==> config.mk <==
export PLATFORM = sky130hd
export DESIGN_NAME = line_follow_pid_steering
export DESIGN_NICKNAME = d
export VERILOG_FILES = /design/src/hdl/lfps_pkg.sv /design/src/hdl/line_follow_pid_steering.sv /design/src/hdl/lfps_front.sv /design/src/hdl/lfps_queue.sv /design/src/hdl/lfps_back.sv
export SDC_FILE = /design/constraint.sdc
export NUM_CORES = 2
export LEC_CHECK = 0
export BUFFER_PORTS_ARGS = -buffer_cell sky130_fd_sc_hd__buf_2
export CAP_MARGIN = 10
export CELL_PAD_IN_SITES_DETAIL_PLACEMENT = 2
export CELL_PAD_IN_SITES_GLOBAL_PLACEMENT = 2
export CORE_MARGIN = 2
export CORE_UTILIZATION = 48
export DETAILED_ROUTE_END_ITERATION = 10
export GPL_TIMING_DRIVEN = 0
export PLACE_DENSITY_LB_ADDON = 0.1
export RECOVER_POWER = 100
export SKIP_LAST_GASP = 1
export SLEW_MARGIN = 20
export SYNTH_ARGS = -nofsm -noshare
export SYNTH_HDL_FRONTEND = slang
export SYNTH_SLANG_ARGS = --single-unit
==> constraint.sdc <==
create_clock -name clk -period 14.7 [get_ports clk]
set_input_delay 2.94 -clock clk [delete_from_list [all_inputs] [get_ports clk]]
set_output_delay 2.94 -clock clk [all_outputs]
set_load 0.01 [all_outputs]
==> src/hdl/lfps_pkg.sv <==
// Shared types, constants and the lamp lookup table for the line-follow PID steering block.
package lfps_pkg;

	// Width of the saturating integral accumulator.
	localparam int SUM_BITS = 24;

	localparam int PATTERN_W = 8;
	localparam int SPEED_W   = 7;
	localparam int ERR_W     = 7;
	localparam int DIFF_W    = ERR_W + 1;
	localparam int GAIN_W    = 16;
	localparam int CORR_W    = 16;
	localparam int DRIVE_W   = 8;

	// Product widths: each gain is unsigned, so it gains a zero sign bit.
	localparam int P_PROD_W = GAIN_W + 1 + ERR_W;
	localparam int I_PROD_W = GAIN_W + 1 + SUM_BITS;
	localparam int D_PROD_W = GAIN_W + 1 + DIFF_W;
	// The integral product is held at +/- 2^61 once it could exceed that.
	localparam int ITERM_LIM_EXP = 61;
	localparam int ITERM_W = (I_PROD_W > ITERM_LIM_EXP + 1) ? ITERM_LIM_EXP + 2 : I_PROD_W;
	localparam int ACC_W   = ITERM_W + 2;

	// Division by 2560 = 512 * 5: shift by 9, then multiply by ceil(2^18 / 5).
	// The reciprocal is exact for every dividend below 2^18, and any quotient of
	// 32768 or more saturates anyway, so the shifted value is cut at 5 * 32768.
	localparam int DIV_SHIFT   = 9;
	localparam int X_W         = 18;
	localparam int RECIP_SHIFT = 18;
	localparam int RECIP_W     = 16;
	localparam logic [RECIP_W-1:0] DIV5_RECIP = 16'd52429;
	localparam int SAT_X       = 5 * 32768;

	localparam int DRIVE_LIMIT = 100;

	localparam int QUEUE_DEPTH = 4;
	localparam int QPTR_W      = $clog2(QUEUE_DEPTH);
	localparam int QCNT_W      = $clog2(QUEUE_DEPTH + 1);

	localparam logic [GAIN_W-1:0] KP_RESET = 16'd5120;
	localparam logic [GAIN_W-1:0] KI_RESET = 16'd15;
	localparam logic [GAIN_W-1:0] KD_RESET = 16'd4864;

	typedef enum logic [1:0] {
		REG_GAIN_P = 2'd0,
		REG_GAIN_I = 2'd1,
		REG_GAIN_D = 2'd2
	} reg_index_t;

	typedef logic signed [SUM_BITS-1:0] sum_t;

	localparam sum_t SUM_MAX = {1'b0, {(SUM_BITS-1){1'b1}}};
	localparam sum_t SUM_MIN = {1'b1, {(SUM_BITS-1){1'b0}}};

	typedef struct packed {
		logic [GAIN_W-1:0] kp;
		logic [GAIN_W-1:0] ki;
		logic [GAIN_W-1:0] kd;
	} gains_t;

	typedef struct packed {
		logic                    hit;
		logic signed [ERR_W-1:0] err;
	} lookup_t;

	// One classified sensor word, as handed from the front end to the back end.
	typedef struct packed {
		logic                     hit;
		logic signed [ERR_W-1:0]  err;
		sum_t                     sum;
		logic signed [DIFF_W-1:0] diff;
		logic [SPEED_W-1:0]       speed;
	} item_t;

	// Line position in tenths of a lamp for single-lamp and double-lamp patterns.
	function automatic lookup_t lamp_lookup(input logic [PATTERN_W-1:0] pattern);
		lookup_t r;
		r.hit = 1'b1;
		case (pattern)
			8'hEF: r.err = -7'sd20;
			8'hF7: r.err =  7'sd20;
			8'hDF: r.err = -7'sd25;
			8'hBF: r.err = -7'sd30;
			8'h7F: r.err = -7'sd32;
			8'hFB: r.err =  7'sd25;
			8'hFD: r.err =  7'sd30;
			8'hFE: r.err =  7'sd32;
			8'hCF: r.err = -7'sd20;
			8'h9F: r.err = -7'sd26;
			8'h3F: r.err = -7'sd32;
			8'hF3: r.err =  7'sd20;
			8'hF9: r.err =  7'sd26;
			8'hFC: r.err =  7'sd32;
			default: begin
				r.hit = 1'b0;
				r.err = '0;
			end
		endcase
		return r;
	endfunction

endpackage

==> src/hdl/line_follow_pid_steering.sv <==
// Top level of the line-follow PID steering block: gain registers, front end, queue, back end.
//
// Each input word carries an 8-lamp sensor byte (lamp_pattern, a clear bit is a lamp over
// the line) and a forward speed (base_speed). A word is taken at a rising edge with
// item_valid high and item_stall low. Each word yields exactly one result word on the
// result channel, taken when result_valid is high and result_stall is low.
// A known single-lamp or double-lamp pattern runs one PID step and raises steering_active;
// any other pattern clears the integral and previous error and drives straight.
// The three gains are written through cfg_valid/cfg_ready with cfg_index 0, 1, 2 for the
// proportional, integral and derivative gain; cfg_ready is always high, other indexes
// are ignored. Write gains only while no word is in flight.
// Throughput is one word per cycle while the receiver does not stall. A taken word passes
// through the queue, then the gain multipliers, the sum and scale, the divide by five,
// and the result register. The queue holds four words.
// Reset clears the PID state, loads the default gains and empties the pipeline.
// When the receiver stalls, the result register holds, the stages behind it fill, then
// the queue fills and item_stall rises.
module line_follow_pid_steering (
	input  logic                                clk,
	input  logic                                arst_n,
	input  logic                                item_valid,
	output logic                                item_stall,
	input  logic [lfps_pkg::PATTERN_W-1:0]      lamp_pattern,
	input  logic [lfps_pkg::SPEED_W-1:0]        base_speed,
	output logic                                result_valid,
	input  logic                                result_stall,
	output logic                                steering_active,
	output logic signed [lfps_pkg::CORR_W-1:0]  correction,
	output logic signed [lfps_pkg::DRIVE_W-1:0] left_drive,
	output logic signed [lfps_pkg::DRIVE_W-1:0] right_drive,
	input  logic                                cfg_valid,
	output logic                                cfg_ready,
	input  logic [1:0]                          cfg_index,
	input  logic [lfps_pkg::GAIN_W-1:0]         cfg_data
);
	import lfps_pkg::*;

	gains_t gains_q;
	item_t  front_item;
	item_t  head_item;
	logic   q_full, q_nonempty, q_push, q_pop, back_ready;

	// Configuration writes are registered as they arrive, so the port never pushes back.
	assign cfg_ready = 1'b1;

	always_ff @(posedge clk or negedge arst_n) begin
		if (!arst_n) begin
			gains_q.kp <= KP_RESET;
			gains_q.ki <= KI_RESET;
			gains_q.kd <= KD_RESET;
		end else if (cfg_valid && cfg_ready) begin
			case (reg_index_t'(cfg_index))
				REG_GAIN_P: gains_q.kp <= cfg_data;
				REG_GAIN_I: gains_q.ki <= cfg_data;
				REG_GAIN_D: gains_q.kd <= cfg_data;
				default: ;
			endcase
		end
	end

	// The stall comes straight from the queue occupancy register.
	assign item_stall = q_full;
	assign q_push     = item_valid && !q_full;
	assign q_pop      = q_nonempty && back_ready;

	lfps_front u_front (
		.clk          (clk),
		.arst_n       (arst_n),
		.push         (q_push),
		.lamp_pattern (lamp_pattern),
		.base_speed   (base_speed),
		.item         (front_item)
	);

	lfps_queue u_queue (
		.clk      (clk),
		.arst_n   (arst_n),
		.push     (q_push),
		.wr_item  (front_item),
		.pop      (q_pop),
		.rd_item  (head_item),
		.full     (q_full),
		.nonempty (q_nonempty)
	);

	lfps_back u_back (
		.clk             (clk),
		.arst_n          (arst_n),
		.gains           (gains_q),
		.in_valid        (q_nonempty),
		.in_ready        (back_ready),
		.item            (head_item),
		.result_stall    (result_stall),
		.result_valid    (result_valid),
		.steering_active (steering_active),
		.correction      (correction),
		.left_drive      (left_drive),
		.right_drive     (right_drive)
	);

	// Driving straight means no correction and equal wheel commands.
	a_straight: assert property (@(posedge clk) disable iff (!arst_n)
		result_valid && !steering_active |-> correction == '0 && left_drive == right_drive)
		else $error("straight result carries a correction");

	// Wheel commands always stay inside the drive limit.
	a_drive_range: assert property (@(posedge clk) disable iff (!arst_n)
		result_valid |-> left_drive <= 8'sd100 && left_drive >= -8'sd100
			&& right_drive <= 8'sd100 && right_drive >= -8'sd100)
		else $error("wheel command outside the drive limit");

	// The input stalls only after the queue grew without draining.
	a_stall_rise: assert property (@(posedge clk) disable iff (!arst_n)
		$rose(item_stall) |-> $past(q_push && !q_pop))
		else $error("input stall rose without queue growth");

endmodule

==> src/hdl/lfps_front.sv <==
// Front end: classifies each sensor word and advances the integral and previous-error state.
module lfps_front (
	input  logic                           clk,
	input  logic                           arst_n,
	input  logic                           push,
	input  logic [lfps_pkg::PATTERN_W-1:0] lamp_pattern,
	input  logic [lfps_pkg::SPEED_W-1:0]   base_speed,
	output lfps_pkg::item_t                item
);
	import lfps_pkg::*;

	lookup_t                 look;
	sum_t                    error_sum_q;
	logic signed [ERR_W-1:0] last_error_q;
	logic signed [SUM_BITS:0] sum_wide;
	sum_t                    sum_next;

	always_comb begin
		look     = lamp_lookup(lamp_pattern);
		sum_wide = {error_sum_q[SUM_BITS-1], error_sum_q}
			+ {{(SUM_BITS+1-ERR_W){look.err[ERR_W-1]}}, look.err};
		// The two top bits differ only when the sum left the accumulator range.
		if (sum_wide[SUM_BITS] != sum_wide[SUM_BITS-1]) begin
			sum_next = sum_wide[SUM_BITS] ? SUM_MIN : SUM_MAX;
		end else begin
			sum_next = sum_wide[SUM_BITS-1:0];
		end
		item.hit   = look.hit;
		item.err   = look.err;
		item.sum   = sum_next;
		item.diff  = {look.err[ERR_W-1], look.err} - {last_error_q[ERR_W-1], last_error_q};
		item.speed = base_speed;
	end

	always_ff @(posedge clk or negedge arst_n) begin
		if (!arst_n) begin
			error_sum_q  <= '0;
			last_error_q <= '0;
		end else if (push) begin
			if (look.hit) begin
				error_sum_q  <= sum_next;
				last_error_q <= look.err;
			end else begin
				error_sum_q  <= '0;
				last_error_q <= '0;
			end
		end
	end

endmodule

==> src/hdl/lfps_queue.sv <==
// Short first-in first-out queue of classified words between the front and back ends.
module lfps_queue (
	input  logic            clk,
	input  logic            arst_n,
	input  logic            push,
	input  lfps_pkg::item_t wr_item,
	input  logic            pop,
	output lfps_pkg::item_t rd_item,
	output logic            full,
	output logic            nonempty
);
	import lfps_pkg::*;

	item_t             slots_q [QUEUE_DEPTH];
	logic [QPTR_W-1:0] wr_ptr_q;
	logic [QPTR_W-1:0] rd_ptr_q;
	logic [QCNT_W-1:0] count_q;

	assign full     = (count_q == QCNT_W'(QUEUE_DEPTH));
	assign nonempty = (count_q != '0);
	assign rd_item  = slots_q[rd_ptr_q];

	always_ff @(posedge clk) begin
		if (push) begin
			slots_q[wr_ptr_q] <= wr_item;
		end
	end

	always_ff @(posedge clk or negedge arst_n) begin
		if (!arst_n) begin
			wr_ptr_q <= '0;
			rd_ptr_q <= '0;
			count_q  <= '0;
		end else begin
			if (push) begin
				wr_ptr_q <= (wr_ptr_q == QPTR_W'(QUEUE_DEPTH - 1)) ? '0 : wr_ptr_q + 1'b1;
			end
			if (pop) begin
				rd_ptr_q <= (rd_ptr_q == QPTR_W'(QUEUE_DEPTH - 1)) ? '0 : rd_ptr_q + 1'b1;
			end
			if (push && !pop) begin
				count_q <= count_q + 1'b1;
			end else if (pop && !push) begin
				count_q <= count_q - 1'b1;
			end
		end
	end

endmodule

==> src/hdl/lfps_back.sv <==
// Back end: four-stage PID arithmetic pipeline ending in the result register.
module lfps_back (
	input  logic                              clk,
	input  logic                              arst_n,
	input  lfps_pkg::gains_t                  gains,
	input  logic                              in_valid,
	output logic                              in_ready,
	input  lfps_pkg::item_t                   item,
	input  logic                              result_stall,
	output logic                              result_valid,
	output logic                              steering_active,
	output logic signed [lfps_pkg::CORR_W-1:0]  correction,
	output logic signed [lfps_pkg::DRIVE_W-1:0] left_drive,
	output logic signed [lfps_pkg::DRIVE_W-1:0] right_drive
);
	import lfps_pkg::*;

	logic en_s1, en_s2, en_s3, en_s4;
	logic v_s1, v_s2, v_s3, v_s4;

	// Stage 1: the three gain products.
	logic                       hit_s1;
	logic [SPEED_W-1:0]         speed_s1;
	logic signed [P_PROD_W-1:0] p_prod_s1;
	logic signed [I_PROD_W-1:0] i_prod_s1;
	logic signed [D_PROD_W-1:0] d_prod_s1;

	// Stage 2: magnitude of the sum, pre-shifted by 512.
	logic               hit_s2, neg_s2, big_s2;
	logic [SPEED_W-1:0] speed_s2;
	logic [X_W-1:0]     x_s2;

	// Stage 3: quotient magnitude.
	logic               hit_s3, neg_s3, big_s3;
	logic [SPEED_W-1:0] speed_s3;
	logic [CORR_W-1:0]  q_s3;

	// Stage 4: the result register.
	logic                      active_s4;
	logic signed [CORR_W-1:0]  corr_s4;
	logic signed [DRIVE_W-1:0] left_s4, right_s4;

	logic signed [ITERM_W-1:0] iterm_c;
	logic signed [ACC_W-1:0]   acc_c;
	logic [ACC_W-1:0]          mag_c;
	logic [X_W+RECIP_W-1:0]    recip_prod_c;
	logic signed [CORR_W-1:0]  corr_c;
	logic signed [CORR_W:0]    left_sum_c, right_sum_c;
	logic signed [DRIVE_W-1:0] left_c, right_c;

	assign en_s4    = !v_s4 || !result_stall;
	assign en_s3    = !v_s3 || en_s4;
	assign en_s2    = !v_s2 || en_s3;
	assign en_s1    = !v_s1 || en_s2;
	assign in_ready = en_s1;

	generate
		if (I_PROD_W > ITERM_LIM_EXP + 1) begin : g_iterm_clamp
			localparam logic signed [I_PROD_W-1:0] ILIM = I_PROD_W'(1) << ITERM_LIM_EXP;
			always_comb begin
				if (i_prod_s1 > ILIM) begin
					iterm_c = ITERM_W'(ILIM);
				end else if (i_prod_s1 < -ILIM) begin
					iterm_c = ITERM_W'(-ILIM);
				end else begin
					iterm_c = i_prod_s1[ITERM_W-1:0];
				end
			end
		end else begin : g_iterm_plain
			assign iterm_c = i_prod_s1;
		end
	endgenerate

	always_comb begin
		acc_c = ACC_W'(p_prod_s1) + ACC_W'(iterm_c) + ACC_W'(d_prod_s1);
		mag_c = acc_c[ACC_W-1] ? ACC_W'(-acc_c) : ACC_W'(acc_c);

		recip_prod_c = x_s2 * DIV5_RECIP;

		if (!hit_s3) begin
			corr_c = '0;
		end else if (big_s3) begin
			corr_c = neg_s3 ? {1'b1, {(CORR_W-1){1'b0}}} : {1'b0, {(CORR_W-1){1'b1}}};
		end else begin
			corr_c = neg_s3 ? -$signed(q_s3) : $signed(q_s3);
		end
		left_sum_c  = $signed({{(CORR_W+1-SPEED_W){1'b0}}, speed_s3})
			+ {corr_c[CORR_W-1], corr_c};
		right_sum_c = $signed({{(CORR_W+1-SPEED_W){1'b0}}, speed_s3})
			- {corr_c[CORR_W-1], corr_c};
		if (left_sum_c > (CORR_W+1)'(DRIVE_LIMIT)) begin
			left_c = DRIVE_W'(DRIVE_LIMIT);
		end else if (left_sum_c < -(CORR_W+1)'(DRIVE_LIMIT)) begin
			left_c = -DRIVE_W'(DRIVE_LIMIT);
		end else begin
			left_c = left_sum_c[DRIVE_W-1:0];
		end
		if (right_sum_c > (CORR_W+1)'(DRIVE_LIMIT)) begin
			right_c = DRIVE_W'(DRIVE_LIMIT);
		end else if (right_sum_c < -(CORR_W+1)'(DRIVE_LIMIT)) begin
			right_c = -DRIVE_W'(DRIVE_LIMIT);
		end else begin
			right_c = right_sum_c[DRIVE_W-1:0];
		end
	end

	always_ff @(posedge clk or negedge arst_n) begin
		if (!arst_n) begin
			v_s1 <= 1'b0;
			v_s2 <= 1'b0;
			v_s3 <= 1'b0;
			v_s4 <= 1'b0;
		end else begin
			if (en_s1) v_s1 <= in_valid;
			if (en_s2) v_s2 <= v_s1;
			if (en_s3) v_s3 <= v_s2;
			if (en_s4) v_s4 <= v_s3;
		end
	end

	always_ff @(posedge clk) begin
		if (en_s1) begin
			hit_s1    <= item.hit;
			speed_s1  <= item.speed;
			p_prod_s1 <= $signed({1'b0, gains.kp}) * item.err;
			i_prod_s1 <= $signed({1'b0, gains.ki}) * item.sum;
			d_prod_s1 <= $signed({1'b0, gains.kd}) * item.diff;
		end
		if (en_s2) begin
			hit_s2   <= hit_s1;
			speed_s2 <= speed_s1;
			neg_s2   <= acc_c[ACC_W-1];
			big_s2   <= mag_c[ACC_W-1:DIV_SHIFT] >= (ACC_W-DIV_SHIFT)'(SAT_X);
			x_s2     <= mag_c[DIV_SHIFT +: X_W];
		end
		if (en_s3) begin
			hit_s3   <= hit_s2;
			speed_s3 <= speed_s2;
			neg_s3   <= neg_s2;
			big_s3   <= big_s2;
			q_s3     <= recip_prod_c[RECIP_SHIFT +: CORR_W];
		end
		if (en_s4) begin
			active_s4 <= hit_s3;
			corr_s4   <= corr_c;
			left_s4   <= left_c;
			right_s4  <= right_c;
		end
	end

	assign result_valid    = v_s4;
	assign steering_active = active_s4;
	assign correction      = corr_s4;
	assign left_drive      = left_s4;
	assign right_drive     = right_s4;

endmodule

* Yosys cells after proc, flatten, opt, wreduce, memory -nomap -nowiden
Memories as Yosys holds them, arrays and structs flattened.
Cells that the tools add are included.
** Word-level totals
- Input bits :: 38
- Bits in writable memories :: 188
- Memories :: 1
- Bits in registers :: 275
** Memories
- u_queue.slots_q :: words 4, width 47, rd ports 1, clocked after memory_dff 0, write ports 1, RTL line lfps_queue.sv:14 : item_t slots_q [QUEUE_DEPTH];
** Cells by class
- $lt $le $gt $ge :: 5
- Reduce and logical (&&, ||, !) cells :: 29
- Add/sub/neg operators :: 12
- Multiply operators :: 4
- Multiplexer cells :: 19
- Equality and inequality tests :: 20
** Operators with widths (count)
- 8-bit == test, second input constant :: 12
- 24-bit 2-to-1 mux :: 3
- 7-bit case mux with 10 select lines :: 1
- 16-bit 2-to-1 mux :: 4
- 42-bit by 25-bit adder with 43-bit output :: 1
- 43-bit 2-to-1 mux :: 1
- 43-bit negation :: 1
- 24-bit by 41-bit adder with 42-bit output :: 1
- 17-bit by 24-bit multiplier with 41-bit output :: 1
- 34-bit by 18-bit >= comparator with 1-bit output, second input constant :: 1
- 17-bit by 8-bit greater-than comparator with 1-bit output, second input constant :: 2
- 17-bit by 8-bit < comparator with 1-bit output, second input constant :: 2
- 18-bit by 16-bit multiplier with 34-bit output, second input constant :: 1
- 24-bit by 7-bit adder with 25-bit output :: 1
- 17-bit by 8-bit multiplier with 25-bit output :: 1
- 17-bit by 7-bit multiplier with 24-bit output :: 1
- 8-bit by 16-bit adder with 17-bit output :: 1
- 8-bit by 16-bit subtractor with 17-bit output :: 1
- 8-bit 2-to-1 mux :: 2
- 16-bit negation :: 1
- 14-bit OR reduction :: 1
- 2-bit OR reduction :: 6
- 8-bit by 6-bit == test with 1-bit output, second input constant :: 1
- 8-bit by 7-bit == test with 1-bit output, second input constant :: 1
- other kinds (19) :: 41

* Logic depth before layout (Yosys ltp)
- Word-level depth :: 9
- Mapped depth :: 31
- Depth with buffers taken out :: 28

* By module
Synthesis repeated with hierarchy kept, for this count alone.
** Unflattened totals
- Cell total of the unflattened synthesis :: 4758
- Area total of the unflattened synthesis :: 50397.1 µm²
** Modules (own cells, without submodules)
- lfps_back :: sequential area each 5655.4 µm², times used 1, area an instance 37946.4 µm², cells an instance 3974
- lfps_queue :: sequential area each 5820.6 µm², times used 1, area an instance 7220.7 µm², cells an instance 283
- lfps_front :: sequential area each 775.7 µm², times used 1, area an instance 3379.5 µm², cells an instance 395
- line_follow_pid_steering :: sequential area each 1212.4 µm², times used 1, area an instance 1850.5 µm², cells an instance 106

* Least setup slack after synthesis
Ideal clock, no wire load.
- Path type :: input -> register
- From :: input lamp_pattern[5] (netlist name)
- To :: memory u_queue.slots_q[0][37] (netlist name), data pin
- Slack :: 5.963 ns
- Library setup time :: 0.295 ns
- Path buffers :: 1
- Arrival time :: 8.442 ns
- Stages :: 16
- Required time :: 14.405 ns
- Path through :: nand2_1 > nor2_1 > nor4_1 > ha_1 > a21o_1 > a21oi_1 > nor2b_1 > or4_1 > a31oi_1 > o21a_1 > o21ai_0 > o41ai_1 > o221ai_1 > nor2_1 > clkbuf_1 > o21ai_0
** RTL lines
- from (decl) :: RTL line line_follow_pid_steering.sv:23 : input logic [lfps_pkg::PATTERN_W-1:0] lamp_pattern,
- to (decl) :: RTL line lfps_queue.sv:14

* Final worst setup path
- From :: register u_queue.rd_ptr_q[0]
- To :: register u_back.i_prod_s1[39], data pin
** Between the ends
- Longest elaborated chain between the ends :: 2
** RTL lines
- from (decl) :: RTL line lfps_queue.sv:16 : logic [QPTR_W-1:0] rd_ptr_q;
- from (signal assigned) :: RTL line lfps_queue.sv:39 : rd_ptr_q <= (rd_ptr_q == QPTR_W'(QUEUE_DEPTH - 1)) ? '0 : rd_ptr_q + 1'b1;
- memory read 4 x 47 bit
- 17-bit by 24-bit multiplier with 41-bit output :: RTL line lfps_back.sv:126 : i_prod_s1 <= $signed({1'b0, gains.ki}) * item.sum;
- to (signal assigned) :: RTL line lfps_back.sv:126
- to (decl) :: RTL line lfps_back.sv:25 : logic signed [I_PROD_W-1:0] i_prod_s1;
Every way passes these cells.
A chain may end at the register's enable or synchronous reset.

==> results.ini <==
[outcome]
status = finished, violations left
violations = capacitance limit, slew limit

[setup_path]
worstSetupPathType = flip-flop to flip-flop
cp_slowest_cell = clkbuf_1
path_buf_inv = 7
path_delay_family = adder cells
worstPathRequired_ns = 15.03
cp_slowest_stage_delay_ns = 1.00
endpoint_kind = flip-flop
cpMostUsedCell = fa_1
cp.arrival_ns = 11.86
cp-start-kind = flip-flop
path_max_fanout = 10

[floorplan]
rows = 118
initial_utilization_pct = 48.3
core_area_um2 = 103000
dieArea_um2 = 106000
dieWidth_um = 326
die_h_um = 326
pin_count = 74

[clocking]
cts.sinks = 463
htreeDepth = 2
cts_tree = done
cts_hold_buf = 0
path_clk_slew_ns = 0.07
cts_resized = 0
clkLatencyLatePin_ns = 0.69
cts_made_buffers = 55
postCtsSetupBuffers = 0
clockRootBuffer = clkbuf_16
clk_path_buf_depth = 3

[drt]
viasPerCell = 5.91
drtIter0Drc = 2516
ant_nets = 0
via_count = 37100
wire_per_inst_um = 29.4
totalWireLength_mm = 185
drc = 0
firstDrtPassIters = 5

[job]
cap_violations = 12

[place]
dp.cells = 6177
dpl.hpwl_mm = 140
port-buffer-count = 72
gp_congestion = 0.885

[worst_hold_path]
worst_hold_path_type = flip-flop to flip-flop

[cells_and_area]
nNetsFinal = 6014
final_cells = 6286
syn2layout_area_growth_pct = 8.02
drive_gt1_share_pct = 5.35

[sta]
fin_tns_setup_ns = 0
final.setup_skew_ns = 0.0862
fin_hold_ws_ns = 0.430
fin_crit_sh_pct = 78.4
rsz0062_at_grt = no
slew_viol_final = 409
period_needed_ns = 11.53
setup_viol = 0
timing.final.hold_violations = 0
max_slew_margin_pct = -180
worst_slew_pin_slew_ns = 4.19
max_freq_ghz = 0.0868

[logic_synthesis]
synthCells = 4712
async_flop_share_pct = 19.4
ys_warn_count = 0
synth_edf_count = 373
syn-num-nets = 5872
ys_ff_latch = 463
ys.flop_type = edfxtp_1
netlist_area_um2 = 49900
ys_seq_area_share_pct = 27.0
avgSynthCellArea_um2 = 10.6
synth_cell_types = 98

[global_route]
grtUsageTotal_pct = 35.3
grt_max_degree = 61
first_global_vias = 44400
antenna_found_initial = 4
grt_pass1_wl_mm = 281
grt_overflow = 0

## synthesized netlist by cell type, drive strengths merged (10+ instances only)
cell | number | area share [%]
a2111oi | 11 | 0.19
a211oi | 17 | 0.29
a21boi | 17 | 0.26
a21o | 74 | 1.1
a21oi | 159 | 1.6
a31oi | 25 | 0.31
and2 | 313 | 3.9
and3 | 24 | 0.30
buf | 17 | 0.19
clkbuf | 113 | 0.87
dfrtp | 81 | 4.1
edfxtp | 373 | 22
fa | 674 | 27
ha | 448 | 11
inv | 862 | 6.5
mux2 | 53 | 1.2
mux4 | 47 | 2.1
nand2 | 455 | 3.4
nand2b | 57 | 0.72
nand3 | 42 | 0.42
nand4 | 22 | 0.28
nor2 | 163 | 1.2
nor2b | 33 | 0.41
nor3 | 57 | 0.57
nor4 | 14 | 0.24
o211ai | 10 | 0.15
o21a | 27 | 0.41
o21ai | 126 | 1.3
o21bai | 16 | 0.24
o31ai | 17 | 0.27
or3 | 19 | 0.24
or4 | 10 | 0.17
xnor2 | 133 | 2.3
xor2 | 43 | 0.76
## area by class of cell
| class | count | area, µm² |
|---|---|---|
| buffer | 130 | 524 |
| tap | 1380 | 1730 |
| multi-input combinational | 3255 | 32600 |
| timing repair buffer | 85 | 360 |
| sequential | 463 | 13500 |
| inverter | 864 | 3240 |
| clock buffer | 66 | 1450 |
| clock inverter | 37 | 442 |
| antenna | 6 | 15.0 |
| fill | 10300 | 49400 |
## flip-flops by register name, summed over array words and instances, names as in the netlist, 8 cells and up
signal and cells:
u_queue.slots_q 188, gains_q 48, u_back.i_prod_s1 41, u_back.d_prod_s1 25, u_back.p_prod_s1 24, u_front.error_sum_q 24
u_back.x_s2 18, u_back.correction 16, u_back.q_s3 16, u_back.left_drive 8, u_back.right_drive 8
## metrics by stage
stage          utilization (%)  worst slack [ns]  area [µm²]
6_report                  52.2              3.17       53900
5_1_grt                   52.2              2.54       53800
4_1_cts                   52.4              3.26       54100
3_5_place_dp              50.6              3.42       52200
3_3_place_gp              50.3              2.58       51900
2_1_floorplan                -              5.96       49900
## final timing paths
| check | start | end | slack, ns | cells past startpoint |
|---|---|---|---|---|
| max | u_queue.rd_ptr_q[0] | u_back.i_prod_s1[39] | 3.17 | 29 |
| min | u_back.speed_s1[1] | u_back.speed_s2[1] | 0.43 | 0 |
| max reg2reg | u_queue.rd_ptr_q[0] | u_back.i_prod_s1[39] | 3.17 | 29 |
| min reg2reg | u_back.speed_s1[1] | u_back.speed_s2[1] | 0.43 | 0 |
| max in group asynchronous | arst_n | gains_q[0] | 7.00 | 2 |
| min in group asynchronous | arst_n | u_front.error_sum_q[5] | 2.84 | 1 |
## metal layers
| metal | vias up | part of all wire, % | track usage, % | routed length [µm] |
|---|---|---|---|---|
| met3 | 569 | 4.7 | 5.23 | 8760 |
| met4 | 0 | 6.1 | 19.0 | 11300 |
| li1 | 15700 | - | - | - |
| met5 | - | 0 | 0 | 0 |
| met1 | 19600 | 37 | 40.1 | 68700 |
| met2 | 1245 | 52 | 63.8 | 95800 |
## logic make-up after synthesis
family,synth area share [%]
flip-flops,27.0
AND/OR/NAND/NOR,12.7
adder cells (fa/ha/maj),38.5
multiplexers,3.44
buffers and inverters,7.57
XOR/XNOR,3.09
other,0.00752
AO/OA/AOI/OAI,7.66
## cell usage in the layout (no fill, tap or decap), drive strengths merged, types with 43 or more instances in the layout
cell	n
nand2	455
mux2	53
o21ai	126
fa	674
a21oi	159
edfxtp	373
clkbuf	246
nand2b	57
nor2	163
xnor2	133
xor2	43
inv	868
a21o	74
mux4	47
nor3	57
and2	313
dfrtp	81
ha	448
Power is left out: the tool's default activity adds up to more than one toggle a clock period on the data nets, which glitch-free logic cannot reach.
